**config.mk**
```make
export PLATFORM = sky130hd
export DESIGN_NAME = gait_joint_waveform_generator_core
export DESIGN_NICKNAME = d
export VERILOG_FILES = /design/src/rtl/gjwg_pkg.sv /design/src/rtl/gjwg_phase_acc.sv /design/src/rtl/gjwg_seg_dec.sv /design/src/rtl/gjwg_ramp.sv /design/src/rtl/gait_joint_waveform_generator_core.sv
export SDC_FILE = /design/constraint.sdc
export NUM_CORES = 2
export LEC_CHECK = 0
export BUFFER_PORTS_ARGS = -buffer_cell sky130_fd_sc_hd__buf_4
export CAP_MARGIN = 20
export CORE_MARGIN = 4
export CORE_UTILIZATION = 40
export DETAILED_ROUTE_END_ITERATION = 10
export GPL_TIMING_DRIVEN = 0
export SLEW_MARGIN = 15
export SYNTH_ARGS = -nofsm -noshare
export SYNTH_HDL_FRONTEND = slang
export SYNTH_HIERARCHICAL = 1
export SYNTH_SLANG_ARGS = --single-unit
```
**constraint.sdc**
```tcl
create_clock -name i_clk -period 12 [get_ports i_clk]
set_input_delay 0.6 -clock i_clk [delete_from_list [all_inputs] [get_ports i_clk]]
set_output_delay 0.6 -clock i_clk [all_outputs]
set_load 0.05 [all_outputs]
```
**src/rtl/gjwg_pkg.sv**
```systemverilog
`timescale 1ns / 1ps

package gjwg_pkg;

    localparam int NUM_JOINTS = 7;
    localparam int SEG_BASE   = 3000;
    localparam int SEG_WIDTH  = 5958;
    localparam int NUM_SEGS   = 11;

    localparam logic [7:0]  GAIN_RESET = 8'd40;
    localparam logic [11:0] COUNT_MID  = 12'd2048;

    // Segment code for phases below the first segment start.
    localparam logic [3:0] SEG_IDLE = 4'd15;

    // Phase at which each segment begins (segment 0 is the first ramp segment).
    localparam logic [15:0] SEG_START [NUM_SEGS] = '{
        16'(SEG_BASE + 0 * SEG_WIDTH), 16'(SEG_BASE + 1 * SEG_WIDTH),
        16'(SEG_BASE + 2 * SEG_WIDTH), 16'(SEG_BASE + 3 * SEG_WIDTH),
        16'(SEG_BASE + 4 * SEG_WIDTH), 16'(SEG_BASE + 5 * SEG_WIDTH),
        16'(SEG_BASE + 6 * SEG_WIDTH), 16'(SEG_BASE + 7 * SEG_WIDTH),
        16'(SEG_BASE + 8 * SEG_WIDTH), 16'(SEG_BASE + 9 * SEG_WIDTH),
        16'(SEG_BASE + 10 * SEG_WIDTH)
    };

    // Q16 intercepts and slopes, already divided by the servo step size.
    localparam logic signed [26:0] RAMP_A [4] = '{
        27'sd0, 27'sd44683636, -27'sd67025455, 27'sd22341818
    };
    localparam logic signed [15:0] RAMP_B [4] = '{
        16'sd7500, -16'sd18750, 16'sd15000, -16'sd3750
    };
    localparam logic signed [26:0] END_A [3] = '{
        27'sd44683636, -27'sd67025455, 27'sd22341818
    };
    localparam logic signed [15:0] END_B [3] = '{
        -16'sd8751, 16'sd11250, -16'sd3750
    };
    localparam logic signed [26:0] TAIL_A = -27'sd7447273;
    localparam logic signed [15:0] TAIL_B = 16'sd1250;

    typedef struct packed {
        logic [3:0]  seg;
        logic [12:0] seg_pos;
        logic [15:0] phase;
    } t_seg;

    typedef struct packed {
        logic signed [26:0] a;
        logic signed [15:0] b;
    } t_coef;

    // Picks the ramp for one joint in one segment; zero coefficients give
    // the resting count.
    function automatic t_coef ramp_coef(input logic [3:0] seg, input logic [2:0] joint);
        t_coef c;
        int    s;
        c.a = '0;
        c.b = '0;
        s   = int'(joint) + int'(seg) - 6;
        if (seg <= 4'd6) begin
            if (s >= 0 && s <= 3) begin
                c.a = RAMP_A[s[1:0]];
                c.b = RAMP_B[s[1:0]];
            end
        end else if (seg == 4'd7) begin
            if (joint < 3'd3) begin
                c.a = END_A[joint[1:0]];
                c.b = END_B[joint[1:0]];
            end
        end else if (seg == 4'd8) begin
            if (joint == 3'd0) begin
                c.a = TAIL_A;
                c.b = TAIL_B;
            end
        end
        return c;
    endfunction

endpackage

```
**src/rtl/gjwg_phase_acc.sv**
```systemverilog
`timescale 1ns / 1ps

module gjwg_phase_acc
    import gjwg_pkg::*;
(
    input  logic        i_clk,
    input  logic        i_rst_n,
    input  logic        i_cfg_wr_en,
    input  logic [7:0]  i_cfg_wr_data,
    input  logic        i_acc_en,
    input  logic [15:0] i_drive_speed,
    output logic [15:0] o_phase
);

    logic [7:0]  r_gain;
    logic [15:0] r_phase;
    logic [15:0] n_phase;
    logic [23:0] w_prod;

    // Only the low 16 bits of speed times gain reach the phase, and those
    // bits are the same for signed and unsigned operands.
    assign w_prod  = 24'(i_drive_speed) * 24'(r_gain);
    assign n_phase = r_phase + w_prod[15:0];

    always_ff @(posedge i_clk) begin
        if (!i_rst_n) begin
            r_gain  <= GAIN_RESET;
            r_phase <= '0;
        end else begin
            if (i_cfg_wr_en) begin
                r_gain <= i_cfg_wr_data;
            end
            if (i_acc_en) begin
                r_phase <= n_phase;
            end
        end
    end

    assign o_phase = r_phase;

endmodule

```
**src/rtl/gjwg_seg_dec.sv**
```systemverilog
`timescale 1ns / 1ps

module gjwg_seg_dec
    import gjwg_pkg::*;
(
    input  logic        i_clk,
    input  logic        i_load,
    input  logic [15:0] i_phase,
    output t_seg        o_seg
);

    t_seg r_seg;
    t_seg n_seg;

    // Parallel compares against every segment start; the highest match wins.
    always_comb begin
        logic [15:0] w_diff;
        w_diff        = '0;
        n_seg.seg     = SEG_IDLE;
        n_seg.seg_pos = '0;
        n_seg.phase   = i_phase;
        for (int k = 0; k < NUM_SEGS; k++) begin
            if (i_phase >= SEG_START[k]) begin
                n_seg.seg = 4'(k);
            end
        end
        if (n_seg.seg != SEG_IDLE) begin
            w_diff        = i_phase - SEG_START[n_seg.seg];
            n_seg.seg_pos = w_diff[12:0];
        end
    end

    always_ff @(posedge i_clk) begin
        if (i_load) begin
            r_seg <= n_seg;
        end
    end

    assign o_seg = r_seg;

endmodule

```
**src/rtl/gjwg_ramp.sv**
```systemverilog
`timescale 1ns / 1ps

module gjwg_ramp
    import gjwg_pkg::*;
(
    input  logic [3:0]  i_seg,
    input  logic [2:0]  i_joint,
    input  logic [12:0] i_dist,
    output logic [11:0] o_count
);

    t_coef              w_coef;
    logic signed [29:0] w_prod;
    logic signed [29:0] w_sum;
    logic        [29:0] w_mag;
    logic        [11:0] w_off;

    assign w_coef = ramp_coef(i_seg, i_joint);
    assign w_prod = 30'(w_coef.b) * 30'($signed({1'b0, i_dist}));
    assign w_sum  = w_prod + 30'(w_coef.a);

    // Truncate the Q16 value toward zero.
    assign w_mag   = w_sum[29] ? 30'(-w_sum) : 30'(w_sum);
    assign w_off   = w_sum[29] ? 12'(-w_mag[27:16]) : w_mag[27:16];
    assign o_count = COUNT_MID + w_off;

endmodule

```
**src/rtl/gait_joint_waveform_generator_core.sv**
```systemverilog
`timescale 1ns / 1ps

// Gait joint waveform generator.
// Input channel: i_valid / o_stall carry one signed drive speed per transfer.
// The speed times the phase gain is added to a 16-bit gait phase that wraps.
// Output channel: o_valid / i_stall carry two transfers per input item: leg 0
// (o_leg = 0, o_last = 0) with seven servo counts, then leg 1 (o_leg = 1,
// o_last = 1) whose counts mirror leg 0 as 4096 minus each count. Both
// carry the updated phase on o_phase_now.
// An accepted item passes the phase, segment decode and count registers
// before its leg 0 transfer; leg 1 is offered in the cycle after that
// transfer, and the single output register takes a new item only after
// the leg 1 transfer. Three pipeline registers (phase, segment decode,
// counts) let new items enter while the results of older ones still wait.
// The phase gain is written through i_cfg_wr_en / i_cfg_wr_data while idle;
// the user is bound to this, as the block itself does not enforce it.
// Reset (synchronous, active low) clears the phase to zero, sets the gain to
// 40 and empties the pipeline. When the receiver stalls, the output holds
// and the stall backs up stage by stage to o_stall.

module gait_joint_waveform_generator_core
    import gjwg_pkg::*;
(
    input  logic        i_clk,
    input  logic        i_rst_n,
    input  logic        i_cfg_wr_en,
    input  logic [7:0]  i_cfg_wr_data,
    input  logic        i_valid,
    output logic        o_stall,
    input  logic [15:0] i_drive_speed,
    output logic        o_valid,
    input  logic        i_stall,
    output logic        o_leg,
    output logic [11:0] o_joint_a,
    output logic [11:0] o_joint_b,
    output logic [11:0] o_joint_c,
    output logic [11:0] o_joint_d,
    output logic [11:0] o_joint_e,
    output logic [11:0] o_joint_f,
    output logic [11:0] o_joint_g,
    output logic [15:0] o_phase_now,
    output logic        o_last
);

    // Stage valid bits and the output leg select.
    logic r_s1_vld;
    logic r_s2_vld;
    logic r_o_vld;
    logic r_o_leg;

    logic w_out_xfer;
    logic w_out_free;
    logic w_s2_free;
    logic w_s1_free;
    logic w_s2_go;
    logic w_s1_go;
    logic w_in_xfer;

    logic [15:0] w_phase;
    t_seg        w_seg;
    logic [11:0] w_count [NUM_JOINTS];
    logic [11:0] r_count [NUM_JOINTS];
    logic [15:0] r_o_phase;

    // The output register frees up once the leg 1 transfer completes. Each
    // earlier stage may move on when the stage after it is empty or moving.
    assign w_out_xfer = r_o_vld && !i_stall;
    assign w_out_free = !r_o_vld || (w_out_xfer && r_o_leg);
    assign w_s2_go    = r_s2_vld && w_out_free;
    assign w_s2_free  = !r_s2_vld || w_out_free;
    assign w_s1_go    = r_s1_vld && w_s2_free;
    assign w_s1_free  = !r_s1_vld || w_s2_free;
    assign o_stall    = !w_s1_free;
    assign w_in_xfer  = i_valid && !o_stall;

    // Stage 1: the phase register doubles as the gait state and the stage
    // payload; it is only overwritten as its old value moves on.
    gjwg_phase_acc u_phase_acc (
        .i_clk         (i_clk),
        .i_rst_n       (i_rst_n),
        .i_cfg_wr_en   (i_cfg_wr_en),
        .i_cfg_wr_data (i_cfg_wr_data),
        .i_acc_en      (w_in_xfer),
        .i_drive_speed (i_drive_speed),
        .o_phase       (w_phase)
    );

    // Stage 2: segment number and distance into the segment.
    gjwg_seg_dec u_seg_dec (
        .i_clk   (i_clk),
        .i_load  (w_s1_go),
        .i_phase (w_phase),
        .o_seg   (w_seg)
    );

    // Stage 3: one ramp evaluator per joint, all in parallel.
    for (genvar j = 0; j < NUM_JOINTS; j++) begin : g_joint
        gjwg_ramp u_ramp (
            .i_seg   (w_seg.seg),
            .i_joint (3'(j)),
            .i_dist  (w_seg.seg_pos),
            .o_count (w_count[j])
        );
    end

    always_ff @(posedge i_clk) begin
        if (!i_rst_n) begin
            r_s1_vld <= 1'b0;
            r_s2_vld <= 1'b0;
            r_o_vld  <= 1'b0;
            r_o_leg  <= 1'b0;
        end else begin
            if (w_in_xfer) begin
                r_s1_vld <= 1'b1;
            end else if (w_s1_go) begin
                r_s1_vld <= 1'b0;
            end

            if (w_s1_go) begin
                r_s2_vld <= 1'b1;
            end else if (w_s2_go) begin
                r_s2_vld <= 1'b0;
            end

            if (w_s2_go) begin
                r_o_vld <= 1'b1;
                r_o_leg <= 1'b0;
            end else if (w_out_xfer && !r_o_leg) begin
                r_o_leg <= 1'b1;
            end else if (w_out_xfer) begin
                r_o_vld <= 1'b0;
                r_o_leg <= 1'b0;
            end
        end
    end

    // Leg 0 counts and phase; leg 1 is derived on the way out.
    always_ff @(posedge i_clk) begin
        if (w_s2_go) begin
            r_count   <= w_count;
            r_o_phase <= w_seg.phase;
        end
    end

    assign o_valid     = r_o_vld;
    assign o_leg       = r_o_leg;
    assign o_last      = r_o_leg;
    assign o_phase_now = r_o_phase;
    assign o_joint_a   = r_o_leg ? 12'(-r_count[0]) : r_count[0];
    assign o_joint_b   = r_o_leg ? 12'(-r_count[1]) : r_count[1];
    assign o_joint_c   = r_o_leg ? 12'(-r_count[2]) : r_count[2];
    assign o_joint_d   = r_o_leg ? 12'(-r_count[3]) : r_count[3];
    assign o_joint_e   = r_o_leg ? 12'(-r_count[4]) : r_count[4];
    assign o_joint_f   = r_o_leg ? 12'(-r_count[5]) : r_count[5];
    assign o_joint_g   = r_o_leg ? 12'(-r_count[6]) : r_count[6];

    // A leg 0 transfer is always followed by a pending leg 1 result.
    a_leg1_follows: assert property (@(posedge i_clk) disable iff (!i_rst_n)
        (o_valid && !i_stall && !o_leg) |=> (o_valid && o_leg))
        else $error("leg 1 result missing after leg 0 transfer");

    // Both results of one item carry the same phase.
    a_phase_shared: assert property (@(posedge i_clk) disable iff (!i_rst_n)
        (o_valid && !i_stall && !o_leg) |=> $stable(o_phase_now))
        else $error("phase changed between leg 0 and leg 1");

    // Leg 1 counts mirror leg 0 counts (checked for joints a and g).
    a_mirror: assert property (@(posedge i_clk) disable iff (!i_rst_n)
        (o_valid && !i_stall && !o_leg) |=>
            (12'(o_joint_a + $past(o_joint_a)) == 12'd0 &&
             12'(o_joint_g + $past(o_joint_g)) == 12'd0))
        else $error("leg 1 counts do not mirror leg 0");

    // The input only stalls when the first stage is holding an item.
    a_stall_full: assert property (@(posedge i_clk) disable iff (!i_rst_n)
        o_stall |-> r_s1_vld)
        else $error("input stalled with an empty first stage");

endmodule
```
==> results.yml <==
run_status:
  status: "finished clean"
grt:
  overflow: 0
  antenna_found_initial: 8
  grt_pass1_vias: 67600
  grt_first_pass_wirelength_um: 378000
  grt_max_degree: 25
  grt_usage_pct: 22.6
routing:
  drtAntennaViolNets: 0
  post_drt_wl_per_cell_um: 19.1
  post-route-drc-count: 0
  drt-total-wl_um: 235000
  drtIter0Drc: 4084
  first_pass_iters: 6
  vias: 63400
  routed_via_density: 5.16
synth:
  ys_warn_count: 6
  synth_edf_count: 133
  netlist_top_cells_area: "fa_1 41%, ha_1 11%, inv_1 10%"
  ys_dominant_reg_cell: "edfxtp_1"
  avgSynthCellArea_um2: 8.87
  async_flop_share_pct: 0
  synthCells: 9275
  yosysTopAreaCellShare_pct: 40.6
  yosys.area.top_type: "fa_1"
  syn_area_um2: 82300
  synth-seq-cells: 161
  ys_types: 141
  ys_seq_area_share_pct: 5.53
worst_setup_path:
  crit_arrival_ps: 11700
  end_kind: "flop"
  path_max_fanout: 10
  crit_type: "flop to flop"
  slowest_stage: "o21bai_1"
  rr_startpoint: "u_seg_dec/o_seg[30]"
  rr_endpoint: "r_count[64]"
  reg2reg_depth: 39
  cpMostUsedCell: "fa_1"
  critPathRequiredTime_ps: 12320
  max_stage_delay_ps: 640
  cp-start-kind: "flop"
  regToRegSetupSlack_ps: 620
layout:
  fin_util_pct: 43.5
  drive_above_1_share_pct: 5.27
  nets: 12000
  mostFrequentLayoutCells: "2,220 x inv_1, 1,671 x fa_1, 931 x nand2_1"
  fin_area_um2: 88900
  synthToLayoutAreaGrowth_pct: 8.02
  layout_commonest_cell: "inv_1"
placed_design:
  dp_hpwl_um: 201000
  port_buffers: 131
  postPlaceCellArea_um2: 88200
  dp_slack_ps: 162
  gp_congestion: 0.921
timing:
  setup_viol: 0
  fin_crit_ps: 11380
  finalHoldViolCount: 0
  clock.fmax_mhz: 87.8
  worst_slew_pin_slew_ps: 1280
  slew_viol_final: 0
  finalWorstSetupSlack_ps: 616
  rsz0062_at_grt: "no"
  skew_ps: 23.0
  slew_headroom_pct: 13.8
  period_share_pct: 94.9
floorplan:
  die_h_um: 462
  core_um2: 205000
  io_pins: 133
  die_width_um: 462
  rows: 166
  start_util_pct: 40.2
  fp.dieArea_um2: 213000
hold_path:
  whs_path_depth: 3
  hold_path_end: "u_phase_acc/r_gain[5]"
  min-delay-start: "i_cfg_wr_data[5]"
  hold_path.class: "input pin to flop"
clock_network:
  cts_tree: "done"
  cts.sinks: 161
  cts_inserted_buffers: 17
  clk_latency_ps: 570
  root_buffer: "clkbuf_16"
  cts_buffer_depth: 2
  clk_pin_slew_ps: 90
  h-tree-depth: 4
job:
  drv_cap: 0
-- Yosys cell counts, types with 17 or more instances --
cell       count
a211o_1       21
a211oi_1      42
a21o_1        84
a21oi_1      238
a31oi_1       37
and2_1       816
and3_1       126
buf_2         36
clkbuf_1     270
dfxtp_1       28
edfxtp_1     133
fa_1        1671
ha_1         713
inv_1       2220
mux2i_1       45
nand2_1      931
nand2b_1      57
nand3_1       93
nand4_1       43
nor2_1       264
nor2b_1       52
nor3_1        81
nor3b_1       21
nor4_1        22
o2111ai_1     20
o211ai_1      34
o21a_1        51
o21ai_0      182
o21ai_1       37
o21bai_1      21
o22ai_1       21
o31ai_1       34
o41ai_2       17
or2_2         19
or3_1         33
or4_1         21
xnor2_1      268
xor2_1        89
-- flip-flops by register name, summed over array words and instances, names as in the netlist --
signal,flops
r_count,84
u_seg_dec/o_seg,33
o_phase_now,16
u_phase_acc/o_phase,16
u_phase_acc/r_gain,8
o_last,1
o_valid,1
r_s1_vld,1
r_s2_vld,1
-- through the flow --
step                      TNS, ps  hold WS [ps]  cells
after global placement      -4700           407  12200
after CTS                       0           198  12300
final                           0           264  12300
after floorplan                 0           400   9374
after global routing            0           243  12300
after detailed placement        0           405  12300
-- worst max-delay path: cells and delay by family (launching register included) --
kind,cells,cell delay (ps)
AOI/OAI and AO/OA,9,2640
xor gates and xnor gates,3,790
adders and majority gates,11,4460
buffers and inverters,8,1180
DFF,1,370
muxes,1,110
and+or+nand+nor,7,1590
-- worst max-delay path by stage --
stage	from	to	slack [ps]	cells after the start
after CTS	u_seg_dec/o_seg[32]	r_count[34]	130	40
after global routing	u_seg_dec/o_seg[30]	r_count[16]	10	42
final	u_seg_dec/o_seg[30]	r_count[64]	620	39
after detailed placement	u_seg_dec/o_seg[31]	r_count[52]	160	38
after global placement	u_seg_dec/o_seg[29]	r_count[64]	-450	40
after floorplan	u_seg_dec/o_seg[30]	r_count[64]	2040	41
-- routing by layer --
layer	track usage (%)	share of wire [%]	vias to the layer above
li1	-	-	29100
met1	30.4	43	32100
met2	37.6	47	1828
met3	3.03	5.6	391
met4	7.81	3.8	2
met5	0	0.0030	-
-- final cells by class --
cell class / count / area, µm²
flip-flops and latches: 161 / 4550
well taps: 2688 / 3360
clock buffers: 17 / 425
plain buffers: 337 / 1500
diodes: 2 / 5.00
clock inverters: 15 / 179
multi-input cells: 6649 / 68300
inverters: 2227 / 8360
repair buffers: 201 / 2170
fillers: 20100 / 116000
-- kinds of logic after synthesis --
logic type | share of synthesized area (%)
simple gates | 17.2
buf+inv | 12.0
fa+ha+maj | 51.5
compound gates | 9.16
xor+xnor | 3.92
flops | 5.53
mux | 0.684
other cells | 0.00913
-- what timing repair did --
| action | in CTS | in global routing |
|---|---|---|
| resized for setup | 0 | 30 |
| buffers inserted | 0 | 6 |
| hold buffers | 0 | 0 |
| endpoints found under the setup margin | 0 | 29 |
Power is not shown: default switching activity piles up to over one toggle a cycle in this logic, so the estimate is an artifact.
